<file path="src/design/key_matrix_debouncer_assert.svh">
// Assertion macros for the key matrix debouncer.
// Used by key_matrix_debouncer.sv; expects a clock named clock and a reset named reset.
`ifndef KEY_MATRIX_DEBOUNCER_ASSERT_SVH
`define KEY_MATRIX_DEBOUNCER_ASSERT_SVH

// same-cycle implication
`define KMD_ASSERT_IMP(lbl, ante, cons, msg) \
   lbl: assert property (@(posedge clock) disable iff (reset) (ante) |-> (cons)) \
      else $error(msg);

// next-cycle implication
`define KMD_ASSERT_NEXT(lbl, ante, cons, msg) \
   lbl: assert property (@(posedge clock) disable iff (reset) (ante) |=> (cons)) \
      else $error(msg);

`endif

</file>
<file path="src/design/kmd_pkg.sv">
// Shared types and constants for the key matrix debouncer.
// No dependencies; imported by every module of the block.
`default_nettype none

package kmd_pkg;

   localparam int ROW_COUNT = 16;
   localparam int COL_COUNT = 8;

   localparam int ROW_W      = 8;   // width of a stored row word
   localparam int LEVEL_W    = 16;  // width of the sensed row levels
   localparam int COL_IDX_W  = 3;
   localparam int QROW_W     = 4;
   localparam int CNT_W      = 8;   // debounce counter and register
   localparam int TOTAL_W    = 8;   // pressed-key count
   localparam int ROW_IDX_W  = (ROW_COUNT > 1) ? $clog2(ROW_COUNT) : 1;

   localparam int CSR_ADDR_W = 3;
   localparam int CSR_DATA_W = 32;
   localparam logic CSR_IDX_DEBOUNCE_SCANS = 1'b0;  // register index, paddr[2]

   localparam logic [CNT_W-1:0] DEBOUNCE_RESET = CNT_W'(10);
   localparam logic [ROW_W-1:0] ROW_MASK = ROW_W'((1 << COL_COUNT) - 1);

   typedef logic [ROW_W-1:0] row_type;

   typedef enum logic [1:0] {
      ST_IDLE,
      ST_UPDATE,
      ST_WALK,
      ST_FINISH
   } kmd_state_type;

   typedef struct packed {
      logic clear;
      logic step;
      logic is_query;
   } kmd_acc_ctrl_type;

   typedef struct packed {
      logic settled;
      logic bounce;
   } kmd_status_type;

   function automatic logic [3:0] ones_in(input row_type v);
      logic [3:0] n;
      n = '0;
      for (int i = 0; i < ROW_W; i++) begin
         n = n + 4'(v[i]);
      end
      return n;
   endfunction

endpackage

`default_nettype wire

</file>
<file path="src/design/key_matrix_debouncer.sv">
// Top level of the key matrix debouncer: sequencer, CSR and result register.
// Depends on kmd_pkg, kmd_matrix, kmd_row_acc and key_matrix_debouncer_assert.svh.
//
//   port group  dir   handshake              word
//   req_*       in    req_valid/req_ready    column, row_levels, end_of_scan, query_row/col
//   rsp_*       out   rsp_valid/rsp_ready    row word, key, ghost, count, settled, bounce
//   csr_*       in    APB psel/penable       debounce_scans at byte address 0
//
// An item passes accept, matrix update, one row per cycle through the shared
// popcount/overlap unit, then the load of the result register.
// req_ready is high only while the sequencer is idle; a held result stalls only the load.
// Reset is synchronous and clears both matrices at once; the counter reloads to 10.
`default_nettype none
`include "key_matrix_debouncer_assert.svh"

module key_matrix_debouncer import kmd_pkg::*; (
   input  logic                  clock,
   input  logic                  reset,
   input  logic                  req_valid,
   output logic                  req_ready,
   input  logic [COL_IDX_W-1:0]  req_column,
   input  logic [LEVEL_W-1:0]    req_row_levels,
   input  logic                  req_end_of_scan,
   input  logic [QROW_W-1:0]     req_query_row,
   input  logic [COL_IDX_W-1:0]  req_query_col,
   output logic                  rsp_valid,
   input  logic                  rsp_ready,
   output logic [ROW_W-1:0]      rsp_stable_row_word,
   output logic                  rsp_key_on,
   output logic                  rsp_ghost_in_row,
   output logic [TOTAL_W-1:0]    rsp_key_count,
   output logic                  rsp_settled,
   output logic                  rsp_bounce_seen,
   input  logic                  csr_psel,
   input  logic                  csr_penable,
   input  logic                  csr_pwrite,
   input  logic [CSR_ADDR_W-1:0] csr_paddr,
   input  logic [CSR_DATA_W-1:0] csr_pwdata,
   output logic [CSR_DATA_W-1:0] csr_prdata,
   output logic                  csr_pready
);

   kmd_state_type        state_ff;
   kmd_state_type        state_in;
   logic [ROW_IDX_W-1:0] walk_ff;
   logic [ROW_IDX_W-1:0] walk_in;
   logic                 walk_last;
   logic                 load;
   logic                 accept;

   logic [CNT_W-1:0]     scans_ff;

   logic [COL_IDX_W-1:0] col_ff;
   logic [LEVEL_W-1:0]   levels_ff;
   logic                 eos_ff;
   logic [QROW_W-1:0]    qrow_ff;
   logic [COL_IDX_W-1:0] qcol_ff;

   row_type              rd_word;
   kmd_status_type       status;
   kmd_acc_ctrl_type     acc_ctrl;
   logic [TOTAL_W-1:0]   acc_count;
   row_type              acc_query;
   logic                 acc_ghost;

   logic                 rsp_valid_ff;
   logic                 rsp_valid_in;
   row_type              rsp_word_ff;
   logic                 rsp_key_ff;
   logic                 rsp_ghost_ff;
   logic [TOTAL_W-1:0]   rsp_count_ff;
   logic                 rsp_settled_ff;
   logic                 rsp_bounce_ff;
   logic                 key_bit;

   // ---------------- CSR ----------------
   assign csr_pready = 1'b1;
   assign csr_prdata = (csr_paddr[2] == CSR_IDX_DEBOUNCE_SCANS) ?
                       CSR_DATA_W'(scans_ff) : '0;

   always_ff @(posedge clock) begin
      if (reset) begin
         scans_ff <= DEBOUNCE_RESET;
      end else if (csr_psel && csr_penable && csr_pwrite && csr_pready &&
                   (csr_paddr[2] == CSR_IDX_DEBOUNCE_SCANS)) begin
         scans_ff <= csr_pwdata[CNT_W-1:0];
      end
   end

   // ---------------- sequencer ----------------
   assign req_ready = (state_ff == ST_IDLE);
   assign accept    = req_valid && req_ready;
   assign walk_last = (32'(walk_ff) == ROW_COUNT - 1);

   always_comb begin
      state_in = state_ff;
      walk_in  = walk_ff;
      load     = 1'b0;
      case (state_ff)
         ST_IDLE: begin
            if (req_valid) begin
               state_in = ST_UPDATE;
            end
         end
         ST_UPDATE: begin
            walk_in  = '0;
            state_in = ST_WALK;
         end
         ST_WALK: begin
            walk_in = walk_ff + ROW_IDX_W'(1);
            if (walk_last) begin
               state_in = ST_FINISH;
            end
         end
         ST_FINISH: begin
            if (!rsp_valid_ff || rsp_ready) begin
               load     = 1'b1;
               state_in = ST_IDLE;
            end
         end
         default: begin
            state_in = ST_IDLE;
         end
      endcase
   end

   always_ff @(posedge clock) begin
      if (reset) begin
         state_ff <= ST_IDLE;
      end else begin
         state_ff <= state_in;
      end
   end

   always_ff @(posedge clock) begin
      walk_ff <= walk_in;
      if (accept) begin
         col_ff    <= req_column;
         levels_ff <= req_row_levels;
         eos_ff    <= req_end_of_scan;
         qrow_ff   <= req_query_row;
         qcol_ff   <= req_query_col;
      end
   end

   // ---------------- datapath ----------------
   kmd_matrix u_matrix (
      .clock          (clock),
      .reset          (reset),
      .apply          (state_ff == ST_UPDATE),
      .column         (col_ff),
      .row_levels     (levels_ff),
      .end_of_scan    (eos_ff),
      .debounce_scans (scans_ff),
      .rd_row         (walk_ff),
      .rd_word        (rd_word),
      .status         (status)
   );

   assign acc_ctrl.clear    = (state_ff == ST_UPDATE);
   assign acc_ctrl.step     = (state_ff == ST_WALK);
   assign acc_ctrl.is_query = (32'(walk_ff) == 32'(qrow_ff));

   kmd_row_acc u_row_acc (
      .clock      (clock),
      .ctrl       (acc_ctrl),
      .row_word   (rd_word),
      .key_count  (acc_count),
      .query_word (acc_query),
      .ghost      (acc_ghost)
   );

   assign key_bit = (32'(qcol_ff) < COL_COUNT) ? acc_query[qcol_ff] : 1'b0;

   // ---------------- result word ----------------
   always_comb begin
      rsp_valid_in = rsp_valid_ff;
      if (load) begin
         rsp_valid_in = 1'b1;
      end else if (rsp_ready) begin
         rsp_valid_in = 1'b0;
      end
   end

   always_ff @(posedge clock) begin
      if (reset) begin
         rsp_valid_ff <= 1'b0;
      end else begin
         rsp_valid_ff <= rsp_valid_in;
      end
   end

   always_ff @(posedge clock) begin
      if (load) begin
         rsp_word_ff    <= acc_query;
         rsp_key_ff     <= key_bit;
         rsp_ghost_ff   <= acc_ghost;
         rsp_count_ff   <= acc_count;
         rsp_settled_ff <= status.settled;
         rsp_bounce_ff  <= status.bounce;
      end
   end

   assign rsp_valid           = rsp_valid_ff;
   assign rsp_stable_row_word = rsp_word_ff;
   assign rsp_key_on          = rsp_key_ff;
   assign rsp_ghost_in_row    = rsp_ghost_ff;
   assign rsp_key_count       = rsp_count_ff;
   assign rsp_settled         = rsp_settled_ff;
   assign rsp_bounce_seen     = rsp_bounce_ff;

   // ---------------- assertions ----------------
   `KMD_ASSERT_NEXT(a_accept_update, accept, state_ff == ST_UPDATE, "accepted word did not start an update")
   `KMD_ASSERT_NEXT(a_walk_finish, (state_ff == ST_WALK) && walk_last, state_ff == ST_FINISH, "row walk overran")
   `KMD_ASSERT_NEXT(a_load_valid, load, rsp_valid_ff && (state_ff == ST_IDLE), "result load lost")
   `KMD_ASSERT_IMP(a_count_range, rsp_valid_ff, 32'(rsp_count_ff) <= ROW_COUNT * COL_COUNT, "key count too large")
   `KMD_ASSERT_IMP(a_ghost_count, rsp_valid_ff && rsp_ghost_ff, rsp_count_ff >= TOTAL_W'(3), "ghost with too few keys")

endmodule

`default_nettype wire

</file>
<file path="src/design/kmd_matrix.sv">
// Raw and stable key matrices with the global debounce counter.
// Depends on kmd_pkg.
`default_nettype none

module kmd_matrix import kmd_pkg::*; (
   input  logic                 clock,
   input  logic                 reset,
   input  logic                 apply,
   input  logic [COL_IDX_W-1:0] column,
   input  logic [LEVEL_W-1:0]   row_levels,
   input  logic                 end_of_scan,
   input  logic [CNT_W-1:0]     debounce_scans,
   input  logic [ROW_IDX_W-1:0] rd_row,
   output row_type              rd_word,
   output kmd_status_type       status
);

   row_type          raw_ff    [ROW_COUNT];
   row_type          raw_in    [ROW_COUNT];
   row_type          stable_ff [ROW_COUNT];
   row_type          stable_in [ROW_COUNT];
   logic [CNT_W-1:0] count_ff;
   logic [CNT_W-1:0] count_in;
   logic             bounce_ff;
   logic             bounce_in;
   logic             changed;
   logic             col_ok;
   logic [CNT_W-1:0] reload;
   logic [CNT_W-1:0] count_mid;

   always_comb begin
      raw_in  = raw_ff;
      changed = 1'b0;
      col_ok  = (32'(column) < COL_COUNT);
      for (int r = 0; r < ROW_COUNT; r++) begin
         if (col_ok && (row_levels[r] != raw_ff[r][column])) begin
            raw_in[r][column] = row_levels[r];
            changed           = 1'b1;
         end
      end
      // zero delay behaves as one scan
      reload    = (debounce_scans == '0) ? CNT_W'(1) : debounce_scans;
      count_mid = changed ? reload : count_ff;
      count_in  = count_mid;
      stable_in = stable_ff;
      if (end_of_scan && (count_mid != '0)) begin
         count_in = count_mid - CNT_W'(1);
         if (count_in == '0) begin
            stable_in = raw_in;
         end
      end
      bounce_in = changed && (count_ff != '0);
   end

   always_ff @(posedge clock) begin
      if (reset) begin
         raw_ff    <= '{default: '0};
         stable_ff <= '{default: '0};
         count_ff  <= DEBOUNCE_RESET;
         bounce_ff <= 1'b0;
      end else if (apply) begin
         raw_ff    <= raw_in;
         stable_ff <= stable_in;
         count_ff  <= count_in;
         bounce_ff <= bounce_in;
      end
   end

   assign rd_word        = stable_ff[rd_row] & ROW_MASK;
   assign status.settled = (count_ff == '0);
   assign status.bounce  = bounce_ff;

endmodule

`default_nettype wire

</file>
<file path="src/design/kmd_row_acc.sv">
// Shared row unit: one stable row per cycle into key count, query word and column overlap.
// Depends on kmd_pkg.
`default_nettype none

module kmd_row_acc import kmd_pkg::*; (
   input  logic               clock,
   input  kmd_acc_ctrl_type   ctrl,
   input  row_type            row_word,
   output logic [TOTAL_W-1:0] key_count,
   output row_type            query_word,
   output logic               ghost
);

   logic [TOTAL_W-1:0] total_ff;
   logic [TOTAL_W-1:0] total_in;
   row_type            query_ff;
   row_type            query_in;
   row_type            once_ff;
   row_type            once_in;
   row_type            twice_ff;
   row_type            twice_in;

   always_comb begin
      total_in = total_ff;
      query_in = query_ff;
      once_in  = once_ff;
      twice_in = twice_ff;
      if (ctrl.clear) begin
         total_in = '0;
         query_in = '0;
         once_in  = '0;
         twice_in = '0;
      end else if (ctrl.step) begin
         total_in = total_ff + TOTAL_W'(ones_in(row_word));
         once_in  = once_ff | row_word;
         // a column pressed in two or more rows
         twice_in = twice_ff | (once_ff & row_word);
         if (ctrl.is_query) begin
            query_in = row_word;
         end
      end
   end

   always_ff @(posedge clock) begin
      total_ff <= total_in;
      query_ff <= query_in;
      once_ff  <= once_in;
      twice_ff <= twice_in;
   end

   assign key_count  = total_ff;
   assign query_word = query_ff;
   assign ghost      = ((query_ff & (query_ff - ROW_W'(1))) != '0) &&
                       ((twice_ff & query_ff) != '0);

endmodule

`default_nettype wire
</file>
<file path="config.mk">
export PLATFORM = sky130hd
export DESIGN_NAME = key_matrix_debouncer
export DESIGN_NICKNAME = d
export VERILOG_FILES = /design/src/design/kmd_pkg.sv /design/src/design/key_matrix_debouncer.sv /design/src/design/kmd_matrix.sv /design/src/design/kmd_row_acc.sv
export VERILOG_INCLUDE_DIRS = /design/src /design/src/design
export SDC_FILE = /design/constraint.sdc
export NUM_CORES = 1
export LEC_CHECK = 0
export BUFFER_PORTS_ARGS = -buffer_cell sky130_fd_sc_hd__buf_2
export CAP_MARGIN = 20
export CELL_PAD_IN_SITES_DETAIL_PLACEMENT = 0
export CELL_PAD_IN_SITES_GLOBAL_PLACEMENT = 1
export CORE_MARGIN = 5
export CORE_UTILIZATION = 51
export DETAILED_ROUTE_END_ITERATION = 10
export HOLD_SLACK_MARGIN = 0.02
export PLACE_DENSITY = 0.84
export SETUP_SLACK_MARGIN = 0.15
export SLEW_MARGIN = 0
export SYNTH_ARGS = -nofsm -noshare
export SYNTH_HDL_FRONTEND = slang
export SYNTH_SLANG_ARGS = --single-unit
</file>
<file path="constraint.sdc">
create_clock -name clock -period 13.72 [get_ports clock]
set_input_delay 2.744 -clock clock [delete_from_list [all_inputs] [get_ports clock]]
set_output_delay 2.744 -clock clock [all_outputs]
set_load 0.05 [all_outputs]
</file>
==> impl_metrics.yaml, run 1 <==
run_status:
  status: "completed"
routing:
  post_drt_via_cell_ratio: 6.07
  routedWlPerCell_um: 20.8
  first_iter_violations: 1399
  antenna_left: 0
  wl_mm: 48.9
  vias: 14299
  drtPass1Iterations: 5
  drc: 0
synth:
  synth_seq_area_share: 0.433
  ys.flop_type: "dfxtp_1"
  synth_most_common_cell: "dfxtp_1"
  synth-seq-cells: 359
  postSynthCellCount: 1897
  async_reset_ff_frac: 0
  netlist_top_cells_count: "dfxtp_1, a21oi_1, nor2_1, mux2i_1, nand2_1"
  synth_edf_count: 51
  synth_area_leaders: "dfxtp_1, mux2i_1, edfxtp_1"
  yosysWarnings: 0
  synth_top_area_cell: "dfxtp_1"
  synthesis.area_mm2: 0.0178
  synth_top_area_share: 0.347
  postSynthAreaPerCell_um2: 9.36
  synth_cell_types: 59
critical_path:
  crit_path_end_kind: "register"
  start_kind: "register"
  cp_max_fo: 96
  worstSetupPathType: "register to register"
  r2r_cells: 16
  crit_start: "col_ff[0]$_DFFE_PP_"
  critical_path_required_ps: 14140
  timing.rr.start: "col_ff[0]$_DFFE_PP_"
  critPathCapture: "u_matrix.stable_ff[116]$_SDFFE_PP0P_"
  r2r_end: "u_matrix.stable_ff[116]$_SDFFE_PP0P_"
  regToRegSetupSlack_ps: 5520
  critPathArrivalTime_ps: 8620
pwr:
  powerDensity_mw_per_mm2: 188
  p_leak_nw: 7.22
  ir_drop_mv: 0.168
timing:
  final-hold-violation-count: 0
  totalNegativeSetupSlack_ps: 0
  final-setup-viol-count: 0
  period_share: 0.598
  setup_ws_ps: 5520
  max_freq_mhz: 122
  maxSlewViolCount: 0
  slew-limit-headroom: 0.231
  hold-worst-slack_ps: 443
  rsz0062_at_grt: "false"
  fin_crit_ps: 8200
  worst_pin_slew_ps: 1150
  clock_skew_ps: 16.2
clock_network:
  cts-root-buf: "clkbuf_16"
  clkSlewWorstSetupHoldPaths_ps: 60
  post-cts-setup-buffers: 0
  cts_buffers: 40
  clock_path_buffers: 3
  clk_latency_ps: 530
  cts_tree: "yes"
  cts.sink_count: 359
  hold_buffers: 0
  cts_resized: 0
  h-tree-depth: 2
global_routing:
  grt_pass1_vias: 13636
  use_met2: 0.396
  grt_pass1_wl_mm: 77.3
  grt_usage: 0.246
  top_usage_layer: "met2"
  met1_usage: 0.342
  use_met3: 0.0424
  antenna_found_initial: 0
  grt_max_degree: 222
  grt_overflow: 0
floorplan:
  rows: 68
  io-pin-count: 124
  fp.dieH_um: 197
  initial_core_util: 0.515
  core-area_mm2: 0.0345
  dieWidth_um: 197
  dieArea_mm2: 0.0387
layout:
  drive_above_1_share: 0.127
  final_cell_area_mm2: 0.0196
  nNetsFinal: 1959
  area_delta_synth_final_pct: 10.1
  postLayoutCoreUtil: 0.567
  n_antenna_cell: 0
placement:
  dpl.hpwl_mm: 29.9
  place_area_mm2: 0.0182
  place_congestion: 0.813
  dp_slack_ps: 5430
  port-buffer-count: 72
hold_path:
  hold_path.startpoint: "u_matrix.bounce_ff$_SDFFE_PP0P_"
  hp-class: "register to register"
flow_run:
  maxCapViolCount: 0
==> layout make-up <==
class,instances,area [um2]
Multi-Input combinational cell,1338,9190
Sequential cell,359,7700
Tap cell,455,569
Clock buffer,63,1210
Inverter,30,113
Timing Repair Buffer,101,607
Fill cell,3030,14900
Clock inverter,10,165
==> worst max-delay path: stages, from the launching register on <==
cell,delay [ps]
edfxtp_1,880
buf_4,960
mux2i_1,380
o22ai_1,170
nor2_1,160
xnor2_1,130
nor4_1,830
nand4_4,560
mux2i_1,480
ha_1,240
or4b_2,580
nor3_1,150
nand4_1,210
mux2i_4,780
buf_4,950
a21oi_1,150
a311oi_1,280
==> power breakdown <==
group | internal [W] | switching (W)
Sequential | 0.00124 | 0.000172
Clock | 0.000682 | 0.000434
Combinational | 0.000410 | 0.000741
==> layout by cell type (no fill, tap or decap), types with 50 or more instances in the layout <==
cell	count
dfxtp_1	308
a21oi_1	202
nor2_1	178
mux2i_1	169
nand2_1	167
a211oi_1	163
o21ai_0	81
buf_2	71
nand3_1	55
edfxtp_1	51
mux4_2	50
==> sequential cells by signal, indices dropped and copies added, names as in the netlist, 2 cells and up <==
register / count
rsp_key_count: 8
u_matrix.count_ff: 8
col_ff: 3
u_row_acc.twice_ff: 8
walk_ff: 4
u_row_acc.key_count: 8
u_row_acc.query_word: 8
state_ff: 2
levels_ff: 16
rsp_stable_row_word: 8
u_row_acc.once_ff: 8
qcol_ff: 3
scans_ff: 8
u_matrix.raw_ff: 128
qrow_ff: 4
u_matrix.stable_ff: 128
==> stage by stage <==
stage,cells,total power (W)
after floorplan,1920,0.00225
after global placement,2280,0.00254
after detailed placement,2281,0.00257
after CTS,2354,0.00369
after global routing,2356,0.00387
final,2356,0.00368
==> cells by family after synthesis <==
group,share of synthesized area
muxes,0.168
AOI/OAI and AO/OA,0.186
adders and majority gates,0.0168
xor gates and xnor gates,0.0182
DFF,0.433
and+or+nand+nor,0.119
other,0.000423
buffers and inverters,0.0576
==> worst min path at each step <==
| stage | slack (ps) | to | depth (start not counted) |
|---|---|---|---|
| floorplan | 410 | rsp_bounce_seen$_DFFE_PP_ | 0 |
| global placement | 420 | rsp_bounce_seen$_DFFE_PP_ | 0 |
| detailed placement | 430 | rsp_bounce_seen$_DFFE_PP_ | 0 |
| CTS | 450 | rsp_bounce_seen$_DFFE_PP_ | 0 |
| global route | 460 | rsp_bounce_seen$_DFFE_PP_ | 0 |
| finish | 440 | rsp_bounce_seen$_DFFE_PP_ | 0 |
==> metal layers <==
| layer | part of all wire | wire (um) |
|---|---|---|
| met3 | 0.072 | 3520 |
| met1 | 0.44 | 21400 |
| met4 | 0.030 | 1460 |
| met5 | 0 | 0 |
| met2 | 0.46 | 22500 |
Power figures use the tool's default switching activity.
==> inputs of run 2 (changes only) <==
- ABC_AREA: unset -> 1
- CORE_UTILIZATION: 51 -> 44
- PLACE_DENSITY: 0.84 -> 0.79
- clock period: 13.72 -> 7.76 ns (I/O delays scaled with it)
==> run 2 against run 1 <==
  * Combinational power rose to 2.8 times the previous value
  * Highest routed layer unchanged
  * Critical path depth grew 8
  * Non-clock buffer count is the same
  * Critical endpoint is now u_matrix.stable_ff[59]$_SDFFE_PP0P_
  * Via count up 22%
  * Die area rose by 22%
  * Clock power grew 79%
  * Worst setup slack got worse by 3800 ps
  * Sequential power increased by 77%
  * Largest cell class unchanged
  * Core utilization down 8.2 points
  * Synthesized area grew 6.7%
  * Global-route usage is 1.8 points lower
  * Count of clock-buffer cells in the layout increased by 11
==> impl_metrics.yaml, run 2 <==
clock_network:
  hold_buffers: 0
  post-cts-setup-buffers: 0
  cts_buffers: 43
  cts_tree: "yes"
  clock_path_buffers: 3
  cts.sink_count: 359
  cts-root-buf: "clkbuf_16"
  clkSlewWorstSetupHoldPaths_ps: 60
  cts_resized: 0
  clk_latency_ps: 570
  h-tree-depth: 2
timing:
  slew-limit-headroom: 0.175
  worst_pin_slew_ps: 1240
  totalNegativeSetupSlack_ps: 0
  period_share: 0.777
  fin_crit_ps: 6030
  final-setup-viol-count: 0
  final-hold-violation-count: 0
  maxSlewViolCount: 0
  rsz0062_at_grt: "false"
  max_freq_mhz: 166
  clock_skew_ps: 16.2
critical_path:
  critPathArrivalTime_ps: 6480
  r2r_cells: 24
  crit_path_end_kind: "register"
  start_kind: "register"
  critical_path_required_ps: 8210
  regToRegSetupSlack_ps: 1730
  worstSetupPathType: "register to register"
  timing.rr.start: "col_ff[0]$_DFFE_PP_"
  r2r_end: "u_matrix.stable_ff[59]$_SDFFE_PP0P_"
  cp_max_fo: 234
placement:
  place_area_mm2: 0.0193
  place_congestion: 0.809
  port-buffer-count: 72
  dpl.hpwl_mm: 33.4
pwr:
  ir_drop_mv: 0.235
  powerDensity_mw_per_mm2: 370
  total_power_w: 0.00769
  p_leak_nw: 10.6
synth:
  ys.flop_type: "dfxtp_1"
  synth_most_common_cell: "nand2_1"
  postSynthCellCount: 2922
  netlist_top_cells_count: "nand2_1, inv_1, o21ai_0, nor2_1, dfxtp_1"
  synth_cell_types: 45
  synth-seq-cells: 359
  synth_top_area_cell: "dfxtp_1"
  synth_area_leaders: "dfxtp_1, nand2_1, inv_1"
  postSynthAreaPerCell_um2: 6.48
  yosysWarnings: 0
  async_reset_ff_frac: 0
  synth_seq_area_share: 0.406
  synthesis.area_mm2: 0.0189
  synth_edf_count: 51
  synth_top_area_share: 0.325
layout:
  reg_top3: "u_matrix.raw_ff (128), u_matrix.stable_ff (128), levels_ff (16)"
  multi_input_area_mm2: 0.00839
  final_common_cell: "nand2_1"
  postLayoutCoreUtil: 0.486
  n_antenna_cell: 0
  nFillCells: 4412
  mostFrequentLayoutCells: "nand2_1, inv_1, o21ai_0"
  final_cell_area_mm2: 0.0208
  nNetsFinal: 2986
  area_delta_synth_final_pct: 9.74
  drive_above_1_share: 0.0621
  seqCellArea_mm2: 0.00770
global_routing:
  antenna_found_initial: 0
  grt_max_degree: 235
  grt_pass1_vias: 15860
  grt_overflow: 0
  grt_pass1_wl_mm: 86.8
  grt_usage: 0.229
routing:
  antenna_left: 0
  routedWlPerCell_um: 15.8
  first_iter_violations: 1244
  wl_mm: 55.1
  drc: 0
  drtPass1Iterations: 5
  post_drt_via_cell_ratio: 5.01
  vias: 17421
run_status:
  status: "completed"
hold_path:
  holdPathStages: 0
  min_to: "rsp_key_count[6]$_DFFE_PP_"
  hold_path.startpoint: "u_row_acc.key_count[6]$_SDFFE_PP0P_"
  hp-class: "register to register"
flow_run:
  maxCapViolCount: 0
floorplan:
  core-area_mm2: 0.0428
  fp.dieH_um: 218
  io-pin-count: 124
  rows: 76
  dieWidth_um: 218
  initial_core_util: 0.443
  dieArea_mm2: 0.0473
-- run 2: changes by cell type after synthesis, moves of 50 or more --
cell      change
inv_1       +495
mux4_2       -50
nand3_1      +83
nor2_1      +125
nand2_1     +520
a211oi_1    -162
o21ai_0     +289
mux2i_1     -170
-- run 2: layout make-up --
| class | instances | area share |
|---|---|---|
| Multi-Input combinational cell | 1860 | 0.404 |
| Sequential cell | 359 | 0.370 |
| Inverter | 532 | 0.0964 |
| Clock buffer | 74 | 0.0649 |
| Tap cell | 546 | 0.0329 |
| Timing Repair Buffer | 101 | 0.0299 |
| Clock inverter | 3 | 0.00193 |
-- run 2: kinds of logic (layout without fill, tap and decap cells) --
group	Yosys count	in the layout	synth area share
simple gates	1156	1156	0.243
buf+inv	726	710	0.155
compound gates	655	655	0.178
flops	359	359	0.406
fa+ha+maj	20	20	0.0152
xor+xnor	4	4	0.00185
other cells	2	25	0.000396
-- run 2: through the flow --
stage	hold WS (ps)	instances	worst slack, ps
finish	429	3475	1730
CTS	433	3472	1970
global placement	413	3395	2060
detailed placement	418	3395	2020
floorplan	408	2945	3150
global route	451	3475	1460
-- run 2: worst max-delay path, cell delays in order, from the launching register on --
cell and delay [ps]:
edfxtp_1 390, inv_2 660, buf_4 510, nand2_1 110, nand3_1 90, nand2_1 100, o21ai_0 160, nand2_1 70
nor2_1 120, nand2_1 80, nor2_2 540, nand2_2 320, nand2_1 150, nand2_2 120, ha_1 230, inv_1 50
nor2_1 40, nand3_1 100, nand2_1 330, nor2_4 210, buf_4 370, nand3_4 120, buf_12 270, nor2_1 330
nor2_1 70
-- run 2: metal layers --
metal  part of all wire  routed length (um)  global-route usage  vias up
met4              0.021                1160              0.0562        0
met3              0.057                3130              0.0364       78
met2               0.47               25700               0.390      402
li1                   -                   -                   -     8975
met5                  0                   0                   0        -
met1               0.46               25100               0.304     7966
-- run 2: power by group --
group	internal [W]	total, W	switching (W)
logic	0.000980	0.00320	0.00222
clock network	0.00120	0.00200	0.000795
registers	0.00229	0.00250	0.000208
total	0.00447	0.00769	0.00322
-- run 2: how the worst max path moves through the flow --
stage | start | endpoint | slack, ps | depth (start not counted)
2_1_floorplan | walk_ff[0]$_SDFFCE_PN0P_ | u_row_acc.key_count[7]$_SDFFE_PP0P_ | 3150 | 25
3_3_place_gp | col_ff[0]$_DFFE_PP_ | u_matrix.stable_ff[60]$_SDFFE_PP0P_ | 2060 | 23
3_5_place_dp | col_ff[0]$_DFFE_PP_ | u_matrix.stable_ff[82]$_SDFFE_PP0P_ | 2020 | 24
4_1_cts | col_ff[0]$_DFFE_PP_ | u_matrix.stable_ff[101]$_SDFFE_PP0P_ | 1970 | 23
5_1_grt | col_ff[0]$_DFFE_PP_ | u_matrix.stable_ff[16]$_SDFFE_PP0P_ | 1460 | 23
6_report | col_ff[0]$_DFFE_PP_ | u_matrix.stable_ff[59]$_SDFFE_PP0P_ | 1730 | 24
